===== src/design/fbde_pkg.sv =====
`timescale 1ns / 1ps
// ----------------------------------------------------------------------------
// fbde_pkg
// Shared types, request codes and the 5x7 font for the page frame buffer
// drawing engine.
// ----------------------------------------------------------------------------
package fbde_pkg;

  // sized for the largest screen (256 columns by 128 rows)
  localparam int COL_W  = 9;
  localparam int ROW_W  = 8;
  localparam int PAGE_W = ROW_W - 3;
  localparam int ADDR_W = 12;

  localparam logic [2:0] REQ_CLEAR   = 3'd0;
  localparam logic [2:0] REQ_PIXEL   = 3'd1;
  localparam logic [2:0] REQ_FILL    = 3'd2;
  localparam logic [2:0] REQ_OUTLINE = 3'd3;
  localparam logic [2:0] REQ_GLYPH   = 3'd4;
  localparam logic [2:0] REQ_READ    = 3'd5;

  localparam logic [7:0] FIRST_CODE    = 8'd32;
  localparam logic [7:0] LAST_CODE     = 8'd126;
  localparam logic [7:0] FALLBACK_CODE = 8'd63;
  localparam int         GLYPH_ROWS    = 7;
  localparam logic [2:0] GLYPH_LAST_COL = 3'd4;

  typedef enum logic [2:0] {
    ST_WIPE,
    ST_IDLE,
    ST_SETUP,
    ST_CLIP,
    ST_WALK,
    ST_RD_ISSUE,
    ST_RD_DATA
  } fbde_state_t;

  // one clipped span of columns and rows, walked byte by byte
  typedef struct packed {
    logic [COL_W-1:0]  c0;
    logic [COL_W-1:0]  c_last;
    logic [PAGE_W-1:0] p0;
    logic [PAGE_W-1:0] p_last;
    logic [ROW_W-1:0]  r0;
    logic [ROW_W-1:0]  r1;
    logic [7:0]        pat;
    logic [2:0]        yoff;
  } fbde_span_t;

  typedef struct packed {
    logic              en;
    logic [ADDR_W-1:0] addr;
    logic [7:0]        mask;
  } fbde_access_t;

  // columns left to right, bit n is row n
  localparam logic [39:0] FONT [95] = '{
    40'h00_00_00_00_00, 40'h00_00_5F_00_00, 40'h00_07_00_07_00, 40'h14_7F_14_7F_14,
    40'h24_2A_7F_2A_12, 40'h23_13_08_64_62, 40'h36_49_55_22_50, 40'h00_05_03_00_00,
    40'h00_1C_22_41_00, 40'h00_41_22_1C_00, 40'h14_08_3E_08_14, 40'h08_08_3E_08_08,
    40'h00_50_30_00_00, 40'h08_08_08_08_08, 40'h00_60_60_00_00, 40'h20_10_08_04_02,
    40'h3E_51_49_45_3E, 40'h00_42_7F_40_00, 40'h42_61_51_49_46, 40'h21_41_45_4B_31,
    40'h18_14_12_7F_10, 40'h27_45_45_45_39, 40'h3C_4A_49_49_30, 40'h01_71_09_05_03,
    40'h36_49_49_49_36, 40'h06_49_49_29_1E, 40'h00_36_36_00_00, 40'h00_56_36_00_00,
    40'h08_14_22_41_00, 40'h14_14_14_14_14, 40'h00_41_22_14_08, 40'h02_01_51_09_06,
    40'h32_49_79_41_3E, 40'h7E_11_11_11_7E, 40'h7F_49_49_49_36, 40'h3E_41_41_41_22,
    40'h7F_41_41_22_1C, 40'h7F_49_49_49_41, 40'h7F_09_09_09_01, 40'h3E_41_49_49_7A,
    40'h7F_08_08_08_7F, 40'h00_41_7F_41_00, 40'h20_40_41_3F_01, 40'h7F_08_14_22_41,
    40'h7F_40_40_40_40, 40'h7F_02_0C_02_7F, 40'h7F_04_08_10_7F, 40'h3E_41_41_41_3E,
    40'h7F_09_09_09_06, 40'h3E_41_51_21_5E, 40'h7F_09_19_29_46, 40'h46_49_49_49_31,
    40'h01_01_7F_01_01, 40'h3F_40_40_40_3F, 40'h1F_20_40_20_1F, 40'h3F_40_38_40_3F,
    40'h63_14_08_14_63, 40'h07_08_70_08_07, 40'h61_51_49_45_43, 40'h00_7F_41_41_00,
    40'h02_04_08_10_20, 40'h00_41_41_7F_00, 40'h04_02_01_02_04, 40'h40_40_40_40_40,
    40'h00_01_02_04_00, 40'h20_54_54_54_78, 40'h7F_48_44_44_38, 40'h38_44_44_44_20,
    40'h38_44_44_48_7F, 40'h38_54_54_54_18, 40'h08_7E_09_01_02, 40'h0C_52_52_52_3E,
    40'h7F_08_04_04_78, 40'h00_44_7D_40_00, 40'h20_40_44_3D_00, 40'h7F_10_28_44_00,
    40'h00_41_7F_40_00, 40'h7C_04_18_04_78, 40'h7C_08_04_04_78, 40'h38_44_44_44_38,
    40'h7C_14_14_14_08, 40'h08_14_14_18_7C, 40'h7C_08_04_04_08, 40'h48_54_54_54_20,
    40'h04_3F_44_40_20, 40'h3C_40_40_40_7C, 40'h1C_20_40_20_1C, 40'h3C_40_30_40_3C,
    40'h44_28_10_28_44, 40'h0C_50_50_50_3C, 40'h44_64_54_4C_44, 40'h00_08_36_41_00,
    40'h00_00_7F_00_00, 40'h00_41_36_08_00, 40'h10_08_08_10_08
  };

  function automatic logic [7:0] glyph_column(input logic [6:0] idx, input logic [2:0] col);
    logic [39:0] e;
    logic [7:0]  c;
    e = FONT[idx];
    case (col)
      3'd0:    c = e[39:32];
      3'd1:    c = e[31:24];
      3'd2:    c = e[23:16];
      3'd3:    c = e[15:8];
      default: c = e[7:0];
    endcase
    return {1'b0, c[GLYPH_ROWS-1:0]};
  endfunction

endpackage


===== src/design/fbde_walk.sv =====
`timescale 1ns / 1ps
// ----------------------------------------------------------------------------
// fbde_walk
// Span walker: steps column by column, page by page over a clipped span and
// issues one store byte access with its pixel mask per cycle.
// ----------------------------------------------------------------------------
module fbde_walk #(
  parameter int SCREEN_WIDTH = 128
) (
  input  logic                clk,
  input  logic                rst,
  input  logic                start,
  input  fbde_pkg::fbde_span_t   span,
  output fbde_pkg::fbde_access_t acc,
  output logic                last
);
  import fbde_pkg::*;

  logic              running;
  fbde_span_t        span_r;
  logic [COL_W-1:0]  col;
  logic [PAGE_W-1:0] page;
  logic [7:0]        mask;

  always_ff @(posedge clk) begin
    if (rst) begin
      running <= 1'b0;
    end else if (start) begin
      running <= 1'b1;
      span_r  <= span;
      col     <= span.c0;
      page    <= span.p0;
    end else if (running) begin
      if (page == span_r.p_last) begin
        page <= span_r.p0;
        if (col == span_r.c_last) begin
          running <= 1'b0;
        end else begin
          col <= col + 1'b1;
        end
      end else begin
        page <= page + 1'b1;
      end
    end
  end

  always_comb begin
    logic [ROW_W-1:0] r;
    logic [2:0]       d;
    for (int b = 0; b < 8; b++) begin
      r = ROW_W'({page, 3'(b)});
      d = r[2:0] - span_r.yoff;
      mask[b] = (r >= span_r.r0) && (r < span_r.r1) && span_r.pat[d];
    end
  end

  assign acc.en   = running;
  assign acc.addr = ADDR_W'(col) + ADDR_W'(32'(page) * SCREEN_WIDTH);
  assign acc.mask = mask;
  assign last     = running && (page == span_r.p_last) && (col == span_r.c_last);

endmodule


===== config.mk =====
export PLATFORM = sky130hd
export DESIGN_NAME = fbde_walk
export DESIGN_NICKNAME = d
export VERILOG_FILES = /design/src/design/fbde_pkg.sv /design/src/design/fbde_walk.sv
export SDC_FILE = /design/constraint.sdc
export NUM_CORES = 1
export LEC_CHECK = 0
export BUFFER_PORTS_ARGS = -buffer_cell sky130_fd_sc_hd__buf_2
export CORE_ASPECT_RATIO = 1.75
export CORE_UTILIZATION = 23
export CTS_CLUSTER_SIZE = 14
export DETAILED_ROUTE_END_ITERATION = 10
export GPL_ROUTABILITY_DRIVEN = 0
export SLEW_MARGIN = 20
export SYNTH_ARGS = -nofsm -noshare
export SYNTH_HDL_FRONTEND = slang
export SYNTH_SLANG_ARGS = --single-unit

===== constraint.sdc =====
create_clock -name clk -period 6.47 [get_ports clk]
set_input_delay 1.294 -clock clk [delete_from_list [all_inputs] [get_ports clk]]
set_output_delay 1.294 -clock clk [all_outputs]
set_load 0.05 [all_outputs]

==> impl_results.html, run 1 <==
<table>
<tr><th>Metric</th><th>Value</th></tr>
<tr><th colspan="2">Clocking</th></tr>
<tr><td>Clock-pin slew on the worst setup and hold paths</td><td>0.05 ns</td></tr>
<tr><td>Clock Tree Root</td><td>sky130_fd_sc_hd__clkbuf_16</td></tr>
<tr><td>Total number of clock tree sinks</td><td>61</td></tr>
<tr><td>Post_cts resized</td><td>0</td></tr>
<tr><td>Number of buffers created by CTS</td><td>9</td></tr>
<tr><td>Clk Latency, worst-skew pair</td><td>roughly 0.33 ns</td></tr>
<tr><td>Max clock buf depth</td><td>2</td></tr>
<tr><td>Post CTS Setup Buffer Count</td><td>0</td></tr>
<tr><td>CTS tree</td><td>yes</td></tr>
<tr><td>Level count of the clock H-tree</td><td>3</td></tr>
<tr><td>Number of hold buffers added after cts</td><td>0</td></tr>
<tr><th colspan="2">Cells and area</th></tr>
<tr><td>Proportion of layout cells with a drive suffix above 1</td><td>between 30 and 40%</td></tr>
<tr><td>Filler cell count</td><td>1512</td></tr>
<tr><td>Final layout net count</td><td>426</td></tr>
<tr><td>Diode count</td><td>0</td></tr>
<tr><td>Fin cells</td><td>536</td></tr>
<tr><td>Layout area overhead</td><td>23.07%</td></tr>
<tr><th colspan="2">STA</th></tr>
<tr><td>Number of endpoints failing setup at the final stage</td><td>0</td></tr>
<tr><td>Final clock skew</td><td>0.008146 ns</td></tr>
<tr><td>Final number of hold-violating endpoints</td><td>0</td></tr>
<tr><td>Final WS setup</td><td>between 2 and 3 ns</td></tr>
<tr><td>Final total negative setup slack</td><td>0 ns</td></tr>
<tr><td>Final Slew Violations</td><td>0</td></tr>
<tr><td>Worst slew margin relative to its limit</td><td>a little over a third</td></tr>
<tr><td>F_max</td><td>approximately 0.25 GHz</td></tr>
<tr><td>Period utilization</td><td>60.82%</td></tr>
<tr><td>Slew at the pin closest to its max-slew limit</td><td>roughly 0.96 ns</td></tr>
<tr><td>Final critical delay including setup and external delays</td><td>3.935 ns</td></tr>
<tr><td>RSZ-0062 raised after global routing</td><td>no</td></tr>
<tr><th colspan="2">Yosys</th></tr>
<tr><td>Number of synthesis warnings</td><td>0</td></tr>
<tr><td>Total standard cell area after synthesis</td><td>3487 sq um</td></tr>
<tr><td>Proportion of synthesized flip-flops having asynchronous set or reset</td><td>0%</td></tr>
<tr><td>Share of the synthesized area in the top cell type</td><td>51.67%</td></tr>
<tr><td>Number of enable flip-flop cells after synthesis</td><td>60</td></tr>
<tr><td>Cell type with the highest aggregate area in the netlist</td><td>sky130_fd_sc_hd__edfxtp_1</td></tr>
<tr><td>Total of flip-flops plus latches after synthesis</td><td>61</td></tr>
<tr><td>Cells taking the most area after synthesis</td><td>sky130_fd_sc_hd__edfxtp_1 52%, sky130_fd_sc_hd__ha_1 6.5%, sky130_fd_sc_hd__xnor2_1 4.5%</td></tr>
<tr><td>Average size of a mapped cell</td><td>between 10 and 15 sq um</td></tr>
<tr><td>Post-synthesis instance total</td><td>275</td></tr>
<tr><td>Library cells used by synthesis</td><td>43</td></tr>
<tr><td>Fraction of the yosys area taken by sequential cells</td><td>52.24%</td></tr>
<tr><td>Net count of the mapped netlist</td><td>352</td></tr>
<tr><td>Most used DFF post-synth</td><td>sky130_fd_sc_hd__edfxtp_1</td></tr>
<tr><th colspan="2">Setup path</th></tr>
<tr><td>R2R depth</td><td>4</td></tr>
<tr><td>Critical-path cell list</td><td>ha_1, nand4_1, a21oi_1, or2_1, nor4b_1, buf_2</td></tr>
<tr><td>Endpoint arrival time on the critical path</td><td>about 2.6 ns</td></tr>
<tr><td>Classification of the worst setup path</td><td>reg2out</td></tr>
<tr><td>Cell type of the slowest stage on the worst timing path</td><td>sky130_fd_sc_hd__edfxtp_1</td></tr>
<tr><td>Kind of end point of the critical path</td><td>output port</td></tr>
<tr><td>Worst stage delay on the critical path</td><td>0.56 ns</td></tr>
<tr><td>Gate family responsible for the most delay along the worst path</td><td>simple AND/OR/NAND/NOR gates</td></tr>
<tr><td>Internal reg-to-reg setup slack</td><td>approximately 4 ns</td></tr>
<tr><td>Critical Path Fanout Max</td><td>9</td></tr>
<tr><td>Required time worst endpoint</td><td>5.18 ns</td></tr>
<tr><td>Bufs and invs on worst path</td><td>1</td></tr>
<tr><td>Worst setup SP type</td><td>flop</td></tr>
<tr><td>RR Endpoint</td><td>col[5]</td></tr>
<tr><td>Worst r2r src</td><td>page[3]</td></tr>
<tr><th colspan="2">Routing</th></tr>
<tr><td>Violation count after the first detailed-route iteration</td><td>85</td></tr>
<tr><td>Ratio of routed vias to standard cells</td><td>about 4.4</td></tr>
<tr><td>Drt first pass iters</td><td>4</td></tr>
<tr><td>Average routed wire per standard cell</td><td>around 16 um</td></tr>
<tr><td>DRC viols</td><td>0</td></tr>
<tr><td>ANT nets after route</td><td>0</td></tr>
<tr><td>WL final</td><td>8311 um</td></tr>
<tr><td>Total number of vias</td><td>roughly 2400</td></tr>
<tr><th colspan="2">Floorplan</th></tr>
<tr><td>Initial Utilization</td><td>23.50%</td></tr>
<tr><td>Core region area</td><td>14840 sq um</td></tr>
<tr><td>Row count</td><td>59</td></tr>
<tr><td>Die outline width</td><td>between 90 and 100 um</td></tr>
<tr><td>Die Ht</td><td>around 160 um</td></tr>
<tr><td>Top-Level Pins</td><td>80</td></tr>
<tr><td>Die Outline Area</td><td>15680 sq um</td></tr>
<tr><th colspan="2">Power and ir drop</th></tr>
<tr><td>Pwr per Cell Area</td><td>272.3 nW/um^2</td></tr>
<tr><td>Worst IR drop on VDD</td><td>0.1043 mV</td></tr>
<tr><td>Leakage power of the design</td><td>1.688 nW</td></tr>
<tr><th colspan="2">Global route</th></tr>
<tr><td>Pin count of the biggest net entering global routing</td><td>47</td></tr>
<tr><td>Number of antenna violations at the first check in global routing</td><td>0</td></tr>
<tr><td>Total overflow reported by the global router</td><td>0</td></tr>
<tr><td>Wire length of the first global-routing pass</td><td>13010 um</td></tr>
<tr><td>Vias in the first global route</td><td>2505</td></tr>
<tr><td>Combined global-route utilization of all metal layers</td><td>11.56%</td></tr>
<tr><th colspan="2">Job</th></tr>
<tr><td>Number of max-cap violations</td><td>0</td></tr>
<tr><th colspan="2">Place</th></tr>
<tr><td>Hpwl dp</td><td>between 6000 and 7000 um</td></tr>
<tr><td>Placed cells</td><td>~520</td></tr>
<tr><td>Quantity of I/O buffers inserted on ports</td><td>79</td></tr>
<tr><td>Worst setup slack before clock tree synthesis</td><td>slightly below 3 ns</td></tr>
<tr><th colspan="2">Min path</th></tr>
<tr><td>Worst hold path class</td><td>reg2reg</td></tr>
<tr><td>Min-Delay Endpoint</td><td>page[0]</td></tr>
<tr><td>Worst Min Path Start</td><td>span_r[32]</td></tr>
<tr><td>Hold path cells</td><td>2</td></tr>
<tr><th colspan="2">Status</th></tr>
<tr><td>Run status</td><td>finished, final reports clean</td></tr>
</table>
-- report_power, final --
part / internal [mW] / switching [mW]
clock network: 0.293 / 0.164
logic: 0.0813 / 0.135
registers: 0.467 / 0.0275
total: 0.841 / 0.327
-- through the flow --
step           hold WS (ns)  utilization, %  power (mW)  cell area, sq um
3_5_place_dp         0.6437           27.03      0.7213              4010
5_1_grt              0.7108           28.92       1.225              4292
2_1_floorplan        0.6094               -      0.6612              3487
4_1_cts              0.6602           28.92       1.188              4292
6_report             0.6549           28.92       1.168              4292
3_3_place_gp         0.6355           27.03      0.7157              4010
-- cell families (layout without fill, tap and decap cells) --
family / Yosys count / count (layout) / share of synthesized area (%)
AND/OR/NAND/NOR: 68 / 68 / 9.688
flip-flops: 61 / 61 / 52.24
AO/OA/AOI/OAI: 47 / 47 / 8.612
buffers and inverters: 33 / 111 / 5.059
XOR/XNOR: 30 / 30 / 9.042
adder cells (fa/ha/maj): 19 / 19 / 7.033
multiplexers: 17 / 17 / 8.324
-- how the worst max path moves through the flow --
| stage | startpoint | end | slack, ns | cells past startpoint |
|---|---|---|---|---|
| global route | page[2] | acc[4] | 2.44 | 6 |
| finish | page[2] | acc[4] | 2.54 | 6 |
| floorplan | page[4] | acc[4] | 2.16 | 5 |
| CTS | page[2] | acc[4] | 2.55 | 6 |
| global placement | page[2] | acc[0] | 3.04 | 6 |
| detailed placement | page[2] | acc[4] | 2.92 | 6 |
-- worst register-to-register path, cell delays in order, from the launching register on --
cell	delay (ns)
sky130_fd_sc_hd__edfxtp_1	0.54
sky130_fd_sc_hd__xnor2_1	0.24
sky130_fd_sc_hd__and3_1	0.35
sky130_fd_sc_hd__nand4b_1	0.14
sky130_fd_sc_hd__o22ai_1	0.74
-- routing by layer --
metal | GRT usage [%] | up-vias | share of wire [%]
li1 | - | 1161 | -
met1 | 11.41 | 1101 | 36
met2 | 21.23 | 78 | 55
met3 | 3.269 | 17 | 5.2
met4 | 6.129 | 0 | 3.1
met5 | 0 | - | 0
-- synth_stat cells (6+ instances only) --
library cell	n
sky130_fd_sc_hd__a21oi_1	18
sky130_fd_sc_hd__buf_4	9
sky130_fd_sc_hd__edfxtp_1	60
sky130_fd_sc_hd__ha_1	18
sky130_fd_sc_hd__inv_1	16
sky130_fd_sc_hd__mux2i_1	8
sky130_fd_sc_hd__nand2_1	18
sky130_fd_sc_hd__nand3_1	14
sky130_fd_sc_hd__nor2_1	10
sky130_fd_sc_hd__nor3_1	6
sky130_fd_sc_hd__o21ai_0	14
sky130_fd_sc_hd__xnor2_1	18
sky130_fd_sc_hd__xor2_1	8
-- cell type report --
class / count / area (sq um) / share of cell area (%)
inverters: 16 / 60.06 / 1.399
repair buffers: 80 / 402.9 / 9.388
flip-flops and latches: 61 / 1822 / 42.45
multi-input cells: 181 / 1496 / 34.87
clock buffers: 10 / 229.0 / 5.335
clock inverters: 5 / 52.55 / 1.224
well taps: 183 / 229.0 / 5.335
-- placed cells by master, fill, tap and decap left out, types with 2 or more instances in the layout --
cell type                   Yosys  layout
sky130_fd_sc_hd__xnor2_1       18      18
sky130_fd_sc_hd__a31oi_1        2       2
sky130_fd_sc_hd__mux4_2         3       3
sky130_fd_sc_hd__mux4_1         5       5
sky130_fd_sc_hd__xor2_4         2       2
sky130_fd_sc_hd__nor2_1        10       9
sky130_fd_sc_hd__ha_1          18      18
sky130_fd_sc_hd__mux2i_1        8       8
sky130_fd_sc_hd__buf_2          2      79
sky130_fd_sc_hd__nor4_1         3       3
sky130_fd_sc_hd__xor2_1         8       8
sky130_fd_sc_hd__clkinv_2       0       2
sky130_fd_sc_hd__edfxtp_1      60      60
sky130_fd_sc_hd__nor3_1         6       6
sky130_fd_sc_hd__or2_2          2       2
sky130_fd_sc_hd__nand2b_1       2       2
sky130_fd_sc_hd__nand2_1       18      18
sky130_fd_sc_hd__clkbuf_16      0       9
sky130_fd_sc_hd__o31ai_1        3       3
sky130_fd_sc_hd__o21ai_0       14      14
sky130_fd_sc_hd__a21oi_1       18      18
sky130_fd_sc_hd__and3_1         4       4
sky130_fd_sc_hd__o21a_1         2       2
sky130_fd_sc_hd__nand3_1       14      14
sky130_fd_sc_hd__inv_1         16      16
sky130_fd_sc_hd__nand4_1        4       4
sky130_fd_sc_hd__a2111oi_2      4       4
-- sequential cells by signal, summed over array words and instances, names as in the netlist --
signal,count
col,9
page,5
running,1
span_r,46
No activity file was read; power rests on OpenSTA's default activity.
==> run 2, diff against run 1 <==
clock period = 3.2 ns   (was 6.47 ns; I/O delays follow)
==> run 2 against run 1 <==
  * Clock skew down 0.00076 ns
  * Via count increased by 1.4%
  * Sequential cell count stayed put
  * Critical path type unchanged
  * Critical endpoint is now acc[6]
  * Largest cell class unchanged
==> impl_results.html, run 2 (synthesis gave the netlist of run 1 again) <==
<table>
<tr><th>Metric</th><th>Value</th></tr>
<tr><th colspan="2">Status</th></tr>
<tr><td>Run status</td><td>finished, final reports clean</td></tr>
<tr><th colspan="2">Cells and area</th></tr>
<tr><td>Final core occ</td><td>29.38%</td></tr>
<tr><td>Proportion of layout cells with a drive suffix above 1</td><td>33.52%</td></tr>
<tr><td>Final layout net count</td><td>430</td></tr>
<tr><td>Most common library cell in the layout ignoring fill and taps</td><td>sky130_fd_sc_hd__buf_2</td></tr>
<tr><td>Diode count</td><td>0</td></tr>
<tr><td>Flip-flop count of the largest register after layout</td><td>46</td></tr>
<tr><td>Biggest register</td><td>span_r</td></tr>
<tr><td>Layout area overhead</td><td>25.01%</td></tr>
<tr><td>Largest registers</td><td>span_r (46), col (9), page (5)</td></tr>
<tr><td>Commonest cells after routing, fill and taps aside</td><td>77 x sky130_fd_sc_hd__buf_2, 60 x sky130_fd_sc_hd__edfxtp_1, 18 x sky130_fd_sc_hd__xnor2_1, 18 x sky130_fd_sc_hd__nand2_1, 18 x sky130_fd_sc_hd__ha_1</td></tr>
<tr><th colspan="2">Routing</th></tr>
<tr><td>Violation count after the first detailed-route iteration</td><td>between 100 and 150</td></tr>
<tr><td>Total number of vias</td><td>2390</td></tr>
<tr><td>ANT nets after route</td><td>0</td></tr>
<tr><td>Drt first pass iters</td><td>4</td></tr>
<tr><td>Wire length the detailed router placed on met1</td><td>3127 um</td></tr>
<tr><td>WL final</td><td>8375 um</td></tr>
<tr><td>Wire length on met2</td><td>4615 um</td></tr>
<tr><td>Average routed wire per standard cell</td><td>15.48 um</td></tr>
<tr><td>Ratio of routed vias to standard cells</td><td>4.418</td></tr>
<tr><td>DRC viols</td><td>0</td></tr>
<tr><td>Total met3 wirelength after detailed routing</td><td>about 460 um</td></tr>
<tr><td>Highest signal layer in the routed design</td><td>met4</td></tr>
<tr><th colspan="2">Setup path</th></tr>
<tr><td>Classification of the worst setup path</td><td>reg2out</td></tr>
<tr><td>R2R depth</td><td>5</td></tr>
<tr><td>Internal reg-to-reg setup slack</td><td>1.28 ns</td></tr>
<tr><td>Endpoint arrival time on the critical path</td><td>2.41 ns</td></tr>
<tr><td>Worst r2r src</td><td>page[0]</td></tr>
<tr><td>Worst setup SP type</td><td>flop</td></tr>
<tr><td>Required time worst endpoint</td><td>approximately 2.6 ns</td></tr>
<tr><td>Critical Path Fanout Max</td><td>5</td></tr>
<tr><td>Kind of end point of the critical path</td><td>output port</td></tr>
<tr><td>RR Endpoint</td><td>col[4]</td></tr>
<tr><th colspan="2">Clocking</th></tr>
<tr><td>Clock-pin slew on the worst setup and hold paths</td><td>0.06 ns</td></tr>
<tr><td>Level count of the clock H-tree</td><td>3</td></tr>
<tr><td>CTS tree</td><td>yes</td></tr>
<tr><td>Post_cts resized</td><td>0</td></tr>
<tr><td>Total number of clock tree sinks</td><td>61</td></tr>
<tr><td>Clock Tree Root</td><td>sky130_fd_sc_hd__clkbuf_16</td></tr>
<tr><td>Number of hold buffers added after cts</td><td>0</td></tr>
<tr><td>Max clock buf depth</td><td>2</td></tr>
<tr><td>Number of buffers created by CTS</td><td>9</td></tr>
<tr><td>Post CTS Setup Buffer Count</td><td>0</td></tr>
<tr><td>Clk Latency, worst-skew pair</td><td>0.33 ns</td></tr>
<tr><th colspan="2">STA</th></tr>
<tr><td>Final WS setup</td><td>0.1461 ns</td></tr>
<tr><td>Period utilization</td><td>95.44%</td></tr>
<tr><td>Worst slew margin relative to its limit</td><td>58.77%</td></tr>
<tr><td>Final number of hold-violating endpoints</td><td>0</td></tr>
<tr><td>Min Hold Slack</td><td>0.4830 ns</td></tr>
<tr><td>Final total negative setup slack</td><td>0 ns</td></tr>
<tr><td>Slew at the pin closest to its max-slew limit</td><td>0.6184 ns</td></tr>
<tr><td>Final critical delay including setup and external delays</td><td>3.054 ns</td></tr>
<tr><td>RSZ-0062 raised after global routing</td><td>no</td></tr>
<tr><td>Number of endpoints failing setup at the final stage</td><td>0</td></tr>
<tr><td>Final clock skew</td><td>0.007385 ns</td></tr>
<tr><td>F_max</td><td>0.3274 GHz</td></tr>
<tr><td>Final Slew Violations</td><td>0</td></tr>
<tr><th colspan="2">Min path</th></tr>
<tr><td>Hold path cells</td><td>1</td></tr>
<tr><td>Min-Delay Endpoint</td><td>span_r[19]</td></tr>
<tr><td>Worst Min Path Start</td><td>span[19]</td></tr>
<tr><td>Worst hold path class</td><td>in2reg</td></tr>
<tr><th colspan="2">Floorplan</th></tr>
<tr><td>Top-Level Pins</td><td>80</td></tr>
<tr><td>Die Ht</td><td>164.9 um</td></tr>
<tr><td>Die Outline Area</td><td>15680 sq um</td></tr>
<tr><td>Die outline width</td><td>95.08 um</td></tr>
<tr><td>Row count</td><td>59</td></tr>
<tr><td>Initial Utilization</td><td>23.50%</td></tr>
<tr><td>Core region area</td><td>14840 sq um</td></tr>
<tr><th colspan="2">Global route</th></tr>
<tr><td>Wire length of the first global-routing pass</td><td>between 10000 and 15000 um</td></tr>
<tr><td>Vias in the first global route</td><td>between 2000 and 3000</td></tr>
<tr><td>Number of antenna violations at the first check in global routing</td><td>0</td></tr>
<tr><td>Pin count of the biggest net entering global routing</td><td>47</td></tr>
<tr><td>Total overflow reported by the global router</td><td>0</td></tr>
<tr><td>Combined global-route utilization of all metal layers</td><td>a little under an eighth</td></tr>
<tr><th colspan="2">Place</th></tr>
<tr><td>Quantity of I/O buffers inserted on ports</td><td>79</td></tr>
<tr><td>Worst setup slack before clock tree synthesis</td><td>0.4266 ns</td></tr>
<tr><td>Hpwl dp</td><td>roughly 6600 um</td></tr>
<tr><th colspan="2">Job</th></tr>
<tr><td>Number of max-cap violations</td><td>0</td></tr>
<tr><th colspan="2">Power and ir drop</th></tr>
<tr><td>Leakage power of the design</td><td>1.715 nW</td></tr>
<tr><td>Pwr per Cell Area</td><td>550.3 nW/um^2</td></tr>
<tr><td>Worst IR drop on VDD</td><td>0.2582 mV</td></tr>
</table>
-- run 2: power by group --
group | leakage [nW] | internal (mW) | switching [mW] | total (mW)
sequential | 0.573 | 0.943 | 0.0492 | 0.992
combinational | 0.997 | 0.173 | 0.285 | 0.458
clock | 0.145 | 0.597 | 0.352 | 0.949
-- run 2: metrics by stage --
stage               power, mW  cell area, sq um  cells
floorplan               1.342              3506    275
global placement        1.457              4059    525
detailed placement      1.468              4059    525
CTS                     2.430              4350    541
global route            2.505              4359    541
finish                  2.399              4359    541
-- run 2: worst max-delay path by stage --
stage | from | endpoint | slack [ns]
after CTS | page[4] | acc[0] | 0.06
final | page[4] | acc[6] | 0.15
after global placement | page[1] | acc[0] | 0.51
after floorplan | start | span_r[0] | 0.06
after detailed placement | page[1] | acc[0] | 0.43
after global routing | page[4] | acc[4] | 0.005
-- run 2: worst max-delay path: stages (launching register included) --
cell and delay, ns:
sky130_fd_sc_hd__edfxtp_1 0.50, sky130_fd_sc_hd__ha_1 0.37, sky130_fd_sc_hd__nand4_1 0.22, sky130_fd_sc_hd__or2_2 0.37, sky130_fd_sc_hd__a2111oi_2 0.37, sky130_fd_sc_hd__buf_4 0.26
-- run 2: routing by layer --
metal / vias up / global-route usage [%]
met4: 0 / 5.028
met3: 10 / 3.361
li1: 1171 / -
met5: - / 0
met1: 1134 / 10.96
met2: 75 / 21.17
-- run 2: layout make-up --
| type | count | area, sq um |
|---|---|---|
| clock buffers | 9 | 225.2 |
| inverters | 16 | 60.06 |
| clock inverters | 7 | 66.31 |
| multi-input cells | 181 | 1519 |
| repair buffers | 84 | 437.9 |
| flip-flops and latches | 61 | 1822 |
| well taps | 183 | 229.0 |
| fillers | 1512 | 10480 |
